### config.mk
export PLATFORM = sky130hd
export DESIGN_NAME = banked_cartridge_mapper_irq_flat
export DESIGN_NICKNAME = d
export VERILOG_FILES = /design/src/rtl/bcm_pkg.sv /design/src/rtl/bcm_in_if.sv /design/src/rtl/bcm_out_if.sv /design/src/rtl/bcm_core.sv /design/src/rtl/banked_cartridge_mapper_irq.sv /design/src/flat_wrapper.sv
export SDC_FILE = /design/constraint.sdc
export NUM_CORES = 1
export LEC_CHECK = 0
export BUFFER_PORTS_ARGS = -buffer_cell sky130_fd_sc_hd__clkbuf_2
export CORE_ASPECT_RATIO = 2
export CORE_UTILIZATION = 55
export DETAILED_ROUTE_END_ITERATION = 6
export PLACE_DENSITY = 0.81
export SYNTH_ARGS = -nofsm -noshare
export SYNTH_HDL_FRONTEND = slang
export SYNTH_SLANG_ARGS = --single-unit
export TNS_END_PERCENT = 100
### constraint.sdc
create_clock -name clk -period 3.2 [get_ports clk]
set_clock_uncertainty 0.2 [all_clocks]
set_input_delay 0.32 -clock clk [delete_from_list [all_inputs] [get_ports clk]]
set_output_delay 0.32 -clock clk [all_outputs]
set_load 0.01 [all_outputs]
### src/rtl/bcm_pkg.sv
package bcm_pkg;

  typedef enum logic [1:0] {
    REQ_CPU_WR = 2'd0,
    REQ_CPU_RD = 2'd1,
    REQ_PPU_RD = 2'd2,
    REQ_TICK   = 2'd3
  } req_e_t;

  typedef enum logic [2:0] {
    TGT_NONE     = 3'd0,
    TGT_PRG_ROM  = 3'd1,
    TGT_PRG_RAM  = 3'd2,
    TGT_CHR      = 3'd3,
    TGT_OPEN_BUS = 3'd4
  } target_e_t;

  // cpu address regions by addr[15:13]
  localparam logic [2:0] REGION_WINDOW   = 3'b011;
  localparam logic [2:0] REGION_CMD_SEL  = 3'b100;
  localparam logic [2:0] REGION_CMD_LOAD = 3'b101;

  // command register codes
  localparam logic [3:0] CMD_CHR_FIRST = 4'h0;
  localparam logic [3:0] CMD_CHR_LAST  = 4'h7;
  localparam logic [3:0] CMD_WINDOW    = 4'h8;
  localparam logic [3:0] CMD_PRG_FIRST = 4'h9;
  localparam logic [3:0] CMD_PRG_LAST  = 4'hB;
  localparam logic [3:0] CMD_MIRROR    = 4'hC;
  localparam logic [3:0] CMD_IRQ_CTRL  = 4'hD;
  localparam logic [3:0] CMD_CNT_LO    = 4'hE;
  localparam logic [3:0] CMD_CNT_HI    = 4'hF;

  // configuration register indexes
  localparam logic [1:0] REG_PRG_ROM_MASK = 2'd0;
  localparam logic [1:0] REG_PRG_RAM_MASK = 2'd1;
  localparam logic [1:0] REG_CHR_MASK     = 2'd2;

  localparam int CHR_SLOT_NUM = 8;
  localparam int PRG_SLOT_NUM = 3;

  typedef struct packed {
    logic [5:0] prg_rom_bank_mask;
    logic [5:0] prg_ram_bank_mask;
    logic [7:0] chr_bank_mask;
  } cfg_t;

  typedef struct packed {
    logic [1:0]  req_type;
    logic [15:0] bus_addr;
    logic [7:0]  write_data;
    logic [7:0]  bus_hold_value;
  } item_t;

  typedef struct packed {
    logic [18:0] phys_addr;
    logic [2:0]  target;
    logic        ram_write;
    logic [7:0]  open_bus_data;
    logic [1:0]  mirroring;
    logic        irq_line;
  } result_t;

endpackage

### src/rtl/bcm_in_if.sv
interface bcm_in_if;
  logic        valid;
  logic        ready;
  logic [1:0]  req_type;
  logic [15:0] bus_addr;
  logic [7:0]  write_data;
  logic [7:0]  bus_hold_value;

  modport source (
    output valid, req_type, bus_addr, write_data, bus_hold_value,
    input  ready
  );

  modport sink (
    input  valid, req_type, bus_addr, write_data, bus_hold_value,
    output ready
  );
endinterface

### src/rtl/bcm_out_if.sv
interface bcm_out_if;
  logic        valid;
  logic        ready;
  logic [18:0] phys_addr;
  logic [2:0]  target;
  logic        ram_write;
  logic [7:0]  open_bus_data;
  logic [1:0]  mirroring;
  logic        irq_line;

  modport source (
    output valid, phys_addr, target, ram_write, open_bus_data, mirroring, irq_line,
    input  ready
  );

  modport sink (
    input  valid, phys_addr, target, ram_write, open_bus_data, mirroring, irq_line,
    output ready
  );
endinterface

### src/rtl/bcm_core.sv
module bcm_core #(
  parameter int PRG_BANK_BITS = 6
) (
  input  logic              clk,
  input  logic              rst_n,
  input  logic              step_fire,
  input  bcm_pkg::item_t    item,
  input  bcm_pkg::cfg_t     cfg,
  output bcm_pkg::result_t  res
);

  localparam int FieldW = (PRG_BANK_BITS < 6) ? PRG_BANK_BITS : 6;
  localparam logic [5:0] BankFieldMask = 6'((1 << FieldW) - 1);

  logic [3:0]  command_sel_r, command_sel_nxt;
  logic [7:0]  chr_bank_r [bcm_pkg::CHR_SLOT_NUM];
  logic [7:0]  chr_bank_nxt [bcm_pkg::CHR_SLOT_NUM];
  logic [5:0]  prg_bank_r [bcm_pkg::PRG_SLOT_NUM];
  logic [5:0]  prg_bank_nxt [bcm_pkg::PRG_SLOT_NUM];
  logic [5:0]  window_bank_r, window_bank_nxt;
  logic        window_is_ram_r, window_is_ram_nxt;
  logic        window_ram_en_r, window_ram_en_nxt;
  logic [1:0]  mirror_mode_r, mirror_mode_nxt;
  logic        irq_enable_r, irq_enable_nxt;
  logic        count_enable_r, count_enable_nxt;
  logic [15:0] irq_counter_r, irq_counter_nxt;
  logic        irq_pending_r, irq_pending_nxt;

  logic [2:0]  region;
  logic [5:0]  win_ram_bank;
  logic [5:0]  win_rom_bank;
  logic [1:0]  prg_slot;
  logic [5:0]  prg_sel_bank;
  logic [2:0]  chr_slot;
  logic [5:0]  field_data;

  assign region       = item.bus_addr[15:13];
  assign win_ram_bank = window_bank_r & cfg.prg_ram_bank_mask;
  assign win_rom_bank = window_bank_r & cfg.prg_rom_bank_mask;
  assign prg_slot     = item.bus_addr[14:13];
  assign chr_slot     = item.bus_addr[12:10];
  assign field_data   = item.write_data[5:0] & BankFieldMask;

  always_comb begin
    if (prg_slot == 2'd3) begin
      prg_sel_bank = cfg.prg_rom_bank_mask;
    end else begin
      prg_sel_bank = prg_bank_r[prg_slot];
    end
  end

  always_comb begin
    command_sel_nxt   = command_sel_r;
    chr_bank_nxt      = chr_bank_r;
    prg_bank_nxt      = prg_bank_r;
    window_bank_nxt   = window_bank_r;
    window_is_ram_nxt = window_is_ram_r;
    window_ram_en_nxt = window_ram_en_r;
    mirror_mode_nxt   = mirror_mode_r;
    irq_enable_nxt    = irq_enable_r;
    count_enable_nxt  = count_enable_r;
    irq_counter_nxt   = irq_counter_r;
    irq_pending_nxt   = irq_pending_r;

    res               = '0;
    res.target        = bcm_pkg::TGT_NONE;

    case (item.req_type)
      bcm_pkg::REQ_CPU_WR: begin
        if (region == bcm_pkg::REGION_WINDOW) begin
          if (window_is_ram_r && window_ram_en_r) begin
            res.target    = bcm_pkg::TGT_PRG_RAM;
            res.ram_write = 1'b1;
            res.phys_addr = {win_ram_bank, item.bus_addr[12:0]};
          end
        end else if (region == bcm_pkg::REGION_CMD_SEL) begin
          command_sel_nxt = item.write_data[3:0];
        end else if (region == bcm_pkg::REGION_CMD_LOAD) begin
          case (command_sel_r) inside
            [bcm_pkg::CMD_CHR_FIRST:bcm_pkg::CMD_CHR_LAST]: begin
              chr_bank_nxt[command_sel_r[2:0]] = item.write_data;
            end
            bcm_pkg::CMD_WINDOW: begin
              window_bank_nxt   = field_data;
              window_is_ram_nxt = item.write_data[6];
              window_ram_en_nxt = item.write_data[7];
            end
            [bcm_pkg::CMD_PRG_FIRST:bcm_pkg::CMD_PRG_LAST]: begin
              prg_bank_nxt[2'(command_sel_r - bcm_pkg::CMD_PRG_FIRST)] = field_data;
            end
            bcm_pkg::CMD_MIRROR: begin
              mirror_mode_nxt = item.write_data[1:0];
            end
            bcm_pkg::CMD_IRQ_CTRL: begin
              irq_enable_nxt   = item.write_data[0];
              count_enable_nxt = item.write_data[7];
              irq_pending_nxt  = 1'b0;
            end
            bcm_pkg::CMD_CNT_LO: begin
              irq_counter_nxt = {irq_counter_r[15:8], item.write_data};
            end
            default: begin
              irq_counter_nxt = {item.write_data, irq_counter_r[7:0]};
            end
          endcase
        end
      end
      bcm_pkg::REQ_CPU_RD: begin
        if (region == bcm_pkg::REGION_WINDOW) begin
          if (!window_is_ram_r) begin
            res.target    = bcm_pkg::TGT_PRG_ROM;
            res.phys_addr = {win_rom_bank, item.bus_addr[12:0]};
          end else if (window_ram_en_r) begin
            res.target    = bcm_pkg::TGT_PRG_RAM;
            res.phys_addr = {win_ram_bank, item.bus_addr[12:0]};
          end else begin
            res.target        = bcm_pkg::TGT_OPEN_BUS;
            res.open_bus_data = item.bus_hold_value;
          end
        end else if (item.bus_addr[15]) begin
          res.target    = bcm_pkg::TGT_PRG_ROM;
          res.phys_addr = {prg_sel_bank & cfg.prg_rom_bank_mask, item.bus_addr[12:0]};
        end
      end
      bcm_pkg::REQ_PPU_RD: begin
        res.target    = bcm_pkg::TGT_CHR;
        res.phys_addr = {1'b0, chr_bank_r[chr_slot] & cfg.chr_bank_mask,
                         item.bus_addr[9:0]};
      end
      default: begin
        if (count_enable_r && !irq_pending_r) begin
          irq_counter_nxt = irq_counter_r - 16'd1;
          if ((irq_counter_r == 16'd0) && irq_enable_r) begin
            irq_pending_nxt = 1'b1;
          end
        end
      end
    endcase

    res.mirroring = mirror_mode_nxt;
    res.irq_line  = irq_pending_nxt;
  end

  always_ff @(posedge clk) begin
    if (!rst_n) begin
      command_sel_r   <= '0;
      chr_bank_r      <= '{default: '0};
      prg_bank_r      <= '{default: '0};
      window_bank_r   <= '0;
      window_is_ram_r <= 1'b0;
      window_ram_en_r <= 1'b0;
      mirror_mode_r   <= '0;
      irq_enable_r    <= 1'b0;
      count_enable_r  <= 1'b0;
      irq_counter_r   <= '0;
      irq_pending_r   <= 1'b0;
    end else if (step_fire) begin
      command_sel_r   <= command_sel_nxt;
      chr_bank_r      <= chr_bank_nxt;
      prg_bank_r      <= prg_bank_nxt;
      window_bank_r   <= window_bank_nxt;
      window_is_ram_r <= window_is_ram_nxt;
      window_ram_en_r <= window_ram_en_nxt;
      mirror_mode_r   <= mirror_mode_nxt;
      irq_enable_r    <= irq_enable_nxt;
      count_enable_r  <= count_enable_nxt;
      irq_counter_r   <= irq_counter_nxt;
      irq_pending_r   <= irq_pending_nxt;
    end
  end

endmodule

### src/rtl/banked_cartridge_mapper_irq.sv
// Cartridge bank mapper with a down-counting interrupt timer. Each request on the input
// channel (cpu write, cpu read, ppu pattern read or cpu cycle tick) yields exactly one result
// carrying the translated address, its target memory, the ram write strobe, open bus data and
// the current mirroring and irq line as left by that request. A request is registered on
// entry, translated and applied to the mapper registers as it leaves the request register,
// and the result is held in an output register; one request is taken every clock while the
// result side keeps up. The bank masks are to be written over the apb port only while the
// block is idle; this is not enforced (0x0 prg rom mask, 0x4 prg ram mask, 0x8 chr mask).
module banked_cartridge_mapper_irq #(
  parameter int PRG_BANK_BITS = 6
) (
  input  logic        clk,
  input  logic        rst_n,
  bcm_in_if.sink      in_chan,
  bcm_out_if.source   out_chan,
  input  logic        cfg_psel,
  input  logic        cfg_penable,
  input  logic        cfg_pwrite,
  input  logic [3:0]  cfg_paddr,
  input  logic [31:0] cfg_pwdata,
  output logic [31:0] cfg_prdata,
  output logic        cfg_pready
);

  bcm_pkg::cfg_t    cfg_r;
  bcm_pkg::item_t   s1_item_r;
  logic             s1_valid_r;
  bcm_pkg::result_t out_res_r;
  logic             out_valid_r;
  bcm_pkg::result_t step_res;

  logic             out_adv;
  logic             s1_fire;
  logic             in_fire;
  logic             cfg_wr;
  logic [1:0]       cfg_index;

  assign out_adv   = !out_valid_r || out_chan.ready;
  assign s1_fire   = s1_valid_r && out_adv;
  assign in_chan.ready = !s1_valid_r || out_adv;
  assign in_fire   = in_chan.valid && in_chan.ready;

  assign cfg_pready = 1'b1;
  assign cfg_index  = cfg_paddr[3:2];
  assign cfg_wr     = cfg_psel && cfg_penable && cfg_pwrite;

  always_ff @(posedge clk) begin
    if (!rst_n) begin
      cfg_r.prg_rom_bank_mask <= 6'd63;
      cfg_r.prg_ram_bank_mask <= 6'd0;
      cfg_r.chr_bank_mask     <= 8'd255;
    end else if (cfg_wr) begin
      case (cfg_index)
        bcm_pkg::REG_PRG_ROM_MASK: cfg_r.prg_rom_bank_mask <= cfg_pwdata[5:0];
        bcm_pkg::REG_PRG_RAM_MASK: cfg_r.prg_ram_bank_mask <= cfg_pwdata[5:0];
        bcm_pkg::REG_CHR_MASK:     cfg_r.chr_bank_mask     <= cfg_pwdata[7:0];
        default: ;
      endcase
    end
  end

  always_comb begin
    case (cfg_index)
      bcm_pkg::REG_PRG_ROM_MASK: cfg_prdata = {26'd0, cfg_r.prg_rom_bank_mask};
      bcm_pkg::REG_PRG_RAM_MASK: cfg_prdata = {26'd0, cfg_r.prg_ram_bank_mask};
      bcm_pkg::REG_CHR_MASK:     cfg_prdata = {24'd0, cfg_r.chr_bank_mask};
      default:                   cfg_prdata = '0;
    endcase
  end

  // request register
  always_ff @(posedge clk) begin
    if (!rst_n) begin
      s1_valid_r <= 1'b0;
    end else if (in_chan.ready) begin
      s1_valid_r <= in_chan.valid;
    end
  end

  always_ff @(posedge clk) begin
    if (in_fire) begin
      s1_item_r.req_type       <= in_chan.req_type;
      s1_item_r.bus_addr       <= in_chan.bus_addr;
      s1_item_r.write_data     <= in_chan.write_data;
      s1_item_r.bus_hold_value <= in_chan.bus_hold_value;
    end
  end

  bcm_core #(
    .PRG_BANK_BITS (PRG_BANK_BITS)
  ) u_core (
    .clk       (clk),
    .rst_n     (rst_n),
    .step_fire (s1_fire),
    .item      (s1_item_r),
    .cfg       (cfg_r),
    .res       (step_res)
  );

  // result register
  always_ff @(posedge clk) begin
    if (!rst_n) begin
      out_valid_r <= 1'b0;
    end else if (out_adv) begin
      out_valid_r <= s1_valid_r;
    end
  end

  always_ff @(posedge clk) begin
    if (s1_fire) begin
      out_res_r <= step_res;
    end
  end

  assign out_chan.valid         = out_valid_r;
  assign out_chan.phys_addr     = out_res_r.phys_addr;
  assign out_chan.target        = out_res_r.target;
  assign out_chan.ram_write     = out_res_r.ram_write;
  assign out_chan.open_bus_data = out_res_r.open_bus_data;
  assign out_chan.mirroring     = out_res_r.mirroring;
  assign out_chan.irq_line      = out_res_r.irq_line;

endmodule
### src/flat_wrapper.sv
// flat-port wrapper written by rule: the top's interface ports become plain ports
module banked_cartridge_mapper_irq_flat 
#(
  parameter int PRG_BANK_BITS = 6
)
  (clk, rst_n, cfg_psel, cfg_penable, cfg_pwrite, cfg_paddr, cfg_pwdata, cfg_prdata, cfg_pready, in_chan_valid, in_chan_req_type, in_chan_bus_addr, in_chan_write_data, in_chan_bus_hold_value, in_chan_ready, out_chan_valid, out_chan_phys_addr, out_chan_target, out_chan_ram_write, out_chan_open_bus_data, out_chan_mirroring, out_chan_irq_line, out_chan_ready);
  bcm_in_if in_chan_i ();
  bcm_out_if out_chan_i ();
  input  logic clk;
  input  logic rst_n;
  input  logic cfg_psel;
  input  logic cfg_penable;
  input  logic cfg_pwrite;
  input  logic [3:0] cfg_paddr;
  input  logic [31:0] cfg_pwdata;
  output logic [31:0] cfg_prdata;
  output logic cfg_pready;
  input wire logic [$bits(in_chan_i.valid)-1:0] in_chan_valid;
  input wire logic [$bits(in_chan_i.req_type)-1:0] in_chan_req_type;
  input wire logic [$bits(in_chan_i.bus_addr)-1:0] in_chan_bus_addr;
  input wire logic [$bits(in_chan_i.write_data)-1:0] in_chan_write_data;
  input wire logic [$bits(in_chan_i.bus_hold_value)-1:0] in_chan_bus_hold_value;
  output wire logic [$bits(in_chan_i.ready)-1:0] in_chan_ready;
  output wire logic [$bits(out_chan_i.valid)-1:0] out_chan_valid;
  output wire logic [$bits(out_chan_i.phys_addr)-1:0] out_chan_phys_addr;
  output wire logic [$bits(out_chan_i.target)-1:0] out_chan_target;
  output wire logic [$bits(out_chan_i.ram_write)-1:0] out_chan_ram_write;
  output wire logic [$bits(out_chan_i.open_bus_data)-1:0] out_chan_open_bus_data;
  output wire logic [$bits(out_chan_i.mirroring)-1:0] out_chan_mirroring;
  output wire logic [$bits(out_chan_i.irq_line)-1:0] out_chan_irq_line;
  input wire logic [$bits(out_chan_i.ready)-1:0] out_chan_ready;
  assign in_chan_i.valid = in_chan_valid;
  assign in_chan_i.req_type = in_chan_req_type;
  assign in_chan_i.bus_addr = in_chan_bus_addr;
  assign in_chan_i.write_data = in_chan_write_data;
  assign in_chan_i.bus_hold_value = in_chan_bus_hold_value;
  assign in_chan_ready = in_chan_i.ready;
  assign out_chan_valid = out_chan_i.valid;
  assign out_chan_phys_addr = out_chan_i.phys_addr;
  assign out_chan_target = out_chan_i.target;
  assign out_chan_ram_write = out_chan_i.ram_write;
  assign out_chan_open_bus_data = out_chan_i.open_bus_data;
  assign out_chan_mirroring = out_chan_i.mirroring;
  assign out_chan_irq_line = out_chan_i.irq_line;
  assign out_chan_i.ready = out_chan_ready;
  banked_cartridge_mapper_irq #(.PRG_BANK_BITS(PRG_BANK_BITS)) u_core (.clk(clk), .rst_n(rst_n), .in_chan(in_chan_i), .out_chan(out_chan_i), .cfg_psel(cfg_psel), .cfg_penable(cfg_penable), .cfg_pwrite(cfg_pwrite), .cfg_paddr(cfg_paddr), .cfg_pwdata(cfg_pwdata), .cfg_prdata(cfg_prdata), .cfg_pready(cfg_pready));
endmodule
* After elaboration in Yosys (flattened, before gate mapping) *
Index checks and enable logic that the tools add are counted.

storage, ports and cells
  output and inout port bits = 69
  register bits after elaboration = 205

cells by class
  $add $sub $neg = 2
  magnitude comparators = 10
  reductions and logical operators = 33
  mux-type cells = 52
  equal/unequal tests = 22
  bitwise operators = 17

operators by type and width
  kind                                                number
  two-way mux 16 bit                                  10
  two-way mux 22 bit                                  3
  one-hot mux 22 bit (3 select lines)                 1
  bitwise mux 64 bit                                  1
  two-way mux 23 bit                                  2
  one-hot mux 16 bit (2 select lines)                 1
  binary-select mux 8 bit (select 3 bit)              1
  demux 8 bit (select 3 bit)                          1
  two-way mux 6 bit                                   4
  two-way mux 8 bit                                   3
  one-hot mux 8 bit (3 select lines)                  1
  AND reduction 12 bit                                2
  != test 2 bit, second input constant                10
  two-way mux 19 bit                                  1
  bitwise AND 6 bit                                   3
  bitwise mux 18 bit                                  1
  equality test 4 bit, second input constant          4
  logical NOT 16 bit                                  1
  two-way mux 2 bit                                   8
  subtractor 16 x 1 -> 16 bit, second input constant  1
  binary-select mux 6 bit (select 2 bit)              1
  demux 6 bit (select 2 bit)                          1
  >= comparator 4 bit, second input constant          3
  logical AND 1 bit                                   11
  30 further kinds                                    61

* Logic depth before layout (Yosys ltp) *
  depth after elaboration = 11
  gate-level depth with buffers = 9
  mapped depth without buffers = 7

* Modules after synthesis *
From an unflattened synthesis, not the netlist that was laid out.

second synthesis, totals
  cells, all modules = 932
  area, all modules = 9260.1 um^2

modules (own cells, without submodules)
  module                       cells each  area each (um^2)  instances  sequential area each (um^2)
  bcm_core                     720         5970.7            1          2302.2
  banked_cartridge_mapper_irq  212         3289.4            1          2482.4

* Least setup slack after synthesis *
OpenSTA, ideal clock, no wires.

  kind = register to register
  start = register u_core.s1_item_r[32] (netlist name)
  end = register u_core.u_core.irq_counter_r[15]
  buffers on the path = 1
  setup time = 0.122 ns
  arrival time = 1.991 ns
  stages on the path, launching flop included = 7
  slack = 0.887 ns
  cell sequence = edfxtp_1 inv_1 ha_1 buf_2 o32a_2 or4_4 a311o_1

on the way
  cells in the longest elaborated chain, start to end = 4
  elaborated cells on any way between the ends = 17

RTL lines
  element                                                                     RTL line                           RTL
  start, declared                                                             banked_cartridge_mapper_irq.sv:26  bcm_pkg::item_t s1_item_r;
  equality test 2 bit / equality test 2 x 1 -> 1 bit (equally long branches)  bcm_core.sv:68                     case (item.req_type)
  OR reduction 2 bit (no source line)                                         -
  inverter 1 bit (no source line)                                             -
  AND reduction 12 bit (no source line)                                       -
  end signal, assigned                                                        bcm_core.sv:167                    irq_counter_r <= irq_counter_nxt;
  end, declared                                                               bcm_core.sv:26                     logic [15:0] irq_counter_r, irq_counter_nxt;

Several ways; a longest one is shown, not always the timed one.
A chain may end at the register's enable or synchronous reset.

* Final worst setup path *
  start = register u_core.s1_item_r[31] (netlist name)
  end = register u_core.u_core.prg_bank_r[4] (netlist name)

on the way
  cells in the longest elaborated chain, start to end = 3
  elaborated cells on any way between the ends = 6

RTL lines
  element                                                                     RTL line                        RTL
  equality test 3 bit / equality test 3 x 2 -> 1 bit (equally long branches)  bcm_core.sv:76, bcm_core.sv:70
  inverter 1 bit (no source line)                                             -
  AND reduction 8 bit (no source line) *                                      -
  end signal, assigned                                                        bcm_core.sv:160                 prg_bank_r <= prg_bank_nxt;
  end, declared                                                               bcm_core.sv:18                  logic [5:0] prg_bank_r [bcm_pkg::PRG_SLOT_NUM];

Every way passes the cells marked *; elsewhere a longest branch is shown, timed or not.

==> reports/summary.txt <==
Die H: 182 um
ant diodes: 0
Die W: 91.9 um
Synth top area share: 0.308
worst skew pair latency: 490 ps
GP Congestion: 0.892
worst-margin pin slew: 966 ps
CORE AREA: 15800 sq um
total power: 5.33 mW
Cells after DPL: 1126
post-synthesis cell type count: 62
final period utilization: 0.821
post-synthesis mux area share: 0.101
WS Path Type: register to register
drt first pass iters: 5
pin count of the biggest net entering global routing: 56
Yosys top cell by area: dfxtp_1
final worst setup slack: 572 ps
Worst Setup SP: u_core.s1_item_r[31]$_DFFE_PP_
Most used DFF post-synth: dfxtp_1
clock sink count: 205
Worst Path Required: 3410 ps
Worst Path Arrival: 2840 ps
first-pass GRT wire length: 35300 um
Worst VDD drop: 0.470 mV
Yosys reg bits: 205
number of synthesis warnings: 0
final wirelength: 22800 um
Final Net Count: 1072
post-synthesis xor/xnor area fraction: 0.00492
I/O Buffers: 94
Slew Limit Headroom: 0.356
Final Hold Vio Count: 0
Starting Density: 0.564
Leakage: 3.99 nW
outcome: complete, no violations
number of standard cells in the layout, taps in and fillers out: 1204
synth top area cells: dfxtp_1 (31%), edfxtp_1 (23%), nand3_1 (5.5%), mux2i_1 (5.3%), o21ai_0 (5.2%)
Final Max Slew Viols: 0
post-cts sizing count: 0
vias in the first global route: 7007
leading cell type in the layout, fill and taps excluded: dfxtp_1
GRT Total Usage: 0.270
FP Rows: 65
DP Wirelength: 14900 um
most frequent cells in the layout: dfxtp_1 (137), nand2_1 (98), nand3_1 (98)
die area: 16700 sq um
CTS tree: done
antenna violations before repair: 0
Placement Setup Slack: 605 ps
post-layout util: 0.664
root buffer cell: clkbuf_16
Post-DRT Antenna Nets: 0
CP Capture Type: register
Crit Path Max Fanout: 19
number of DRC markers in iteration 0: 466
Hold WC Path Type: primary input to register
Max H-tree Level: 1
Post-Syn Instances: 869
CTS clk-pin slew, worst paths: 70 ps
Routed WL per cell: 18.9 um
Synth-to-Final Area Change: 17.8%
total vias in the final route: 7059
type of origin of the critical path: register
clock buffer depth: 3
Sum Neg Setup Slack: 0 ps
Overflow after GRT: 0
Max Freq: 380 MHz
r2r startpoint: u_core.s1_item_r[31]$_DFFE_PP_
Finished Cell Area: 10500 sq um
syn avg cell area: 10.2 sq um
fraction of layout cells with a size suffix above 1: 0.185
EDFF count, synth: 68
DRC: 0
Synth Area in Simple Gates: 0.177
mapped cell area: 8900 sq um
pwr dens: 508 nW/um^2
Compound-Gate Fraction of Synth Area: 0.119
max-cap violations: 0
fraction of the yosys area taken by sequential cells: 0.538
vias per cell: 5.86
CTS Buf Count: 19
HP Start: rst_n
RSZ-0062 raised after global routing: no
Post-Synth Adder-Cell Area: 0.00703
Area after DPL: 9450 sq um
largest family of logic cells by synthesized area: simple AND/OR/NAND/NOR gates
Ports: 146
Post-Route Hold Slack: 59.1 ps
Min Clock Period, post-route: 2630 ps
endpoints failing setup: 0
asr flop ratio synth: 0
==> final cells by class <==
class / instances / area, sq um
Inverter: 12 / 45.0
Multi-Input combinational cell: 591 / 3730
Clock buffer: 24 / 494
Sequential cell: 205 / 4780
Clock inverter: 10 / 92.6
Timing Repair Buffer: 161 / 1090
Fill cell: 1174 / 5300
Tap cell: 201 / 251
==> worst max-delay path: stages (launching register included) <==
cell,delay (ps)
edfxtp_1,810
nand3b_4,210
nor4b_4,360
buf_4,220
nand2_1,100
nor2_2,400
mux2i_1,240
==> cell usage after synthesis (9+ instances only) <==
master,instances
dfxtp_1,137
nand2_1,98
nand3_1,98
o21ai_0,92
edfxtp_1,68
mux2i_1,47
clkbuf_1,43
nor2_1,30
a21oi_1,28
buf_4,25
and2_1,23
mux4_2,16
a31oi_1,13
inv_1,12
nor3_1,9
==> kinds of logic after synthesis <==
kind of cell,count (synthesis)
simple gates,309
flops,205
compound gates,178
buf+inv,96
mux,69
fa+ha+maj,5
xor+xnor,5
other cells,2
==> per-layer routing <==
layer	vias up	track usage	wire length, um
met5	-	0	0
li1	3341	-	-
met3	73	0.0318	1000
met2	277	0.524	12600
met1	3368	0.261	7850
met4	0	0.169	1290
==> worst paths after layout <==
path                                                            endpoint  slack (ps)  cells past startpoint
worst max register to register  u_core.u_core.prg_bank_r[4]$_SDFFE_PN0P_         570                      6
worst min register to register  u_core.u_core.prg_bank_r[2]$_SDFFE_PN0P_         260                      2
worst max-delay path            u_core.u_core.prg_bank_r[4]$_SDFFE_PN0P_         570                      6
worst min-delay path                       u_core.cfg_r[16]$_SDFFE_PN1P_          60                      2
==> registers in the layout (all words and copies together) (netlist names), 2 cells and up <==
register,cells
u_core.u_core.prg_bank_r,18
u_core.u_core.window_bank_r,6
u_core.out_chan.phys_addr,19
u_core.cfg_r,20
u_core.out_chan.target,3
u_core.out_chan.mirroring,2
u_core.u_core.mirror_mode_r,2
u_core.u_core.irq_counter_r,16
u_core.u_core.command_sel_r,4
u_core.u_core.chr_bank_r,64
u_core.s1_item_r,34
u_core.out_chan.open_bus_data,8
==> what timing repair did <==
| action | 4_1_cts | 5_1_grt |
|---|---|---|
| hold endpoints to repair | 56 | 0 |
| hold buffers | 44 | 0 |
| buffers inserted | 0 | 0 |
==> where the power goes <==
group | leakage (nW) | switching [mW] | internal, mW | total, mW
clock network | 0.272 | 0.993 | 1.19 | 2.19
logic | 1.95 | 0.211 | 0.135 | 0.346
registers | 1.76 | 0.0492 | 2.74 | 2.79
No activity file was read; power rests on OpenSTA's default activity.
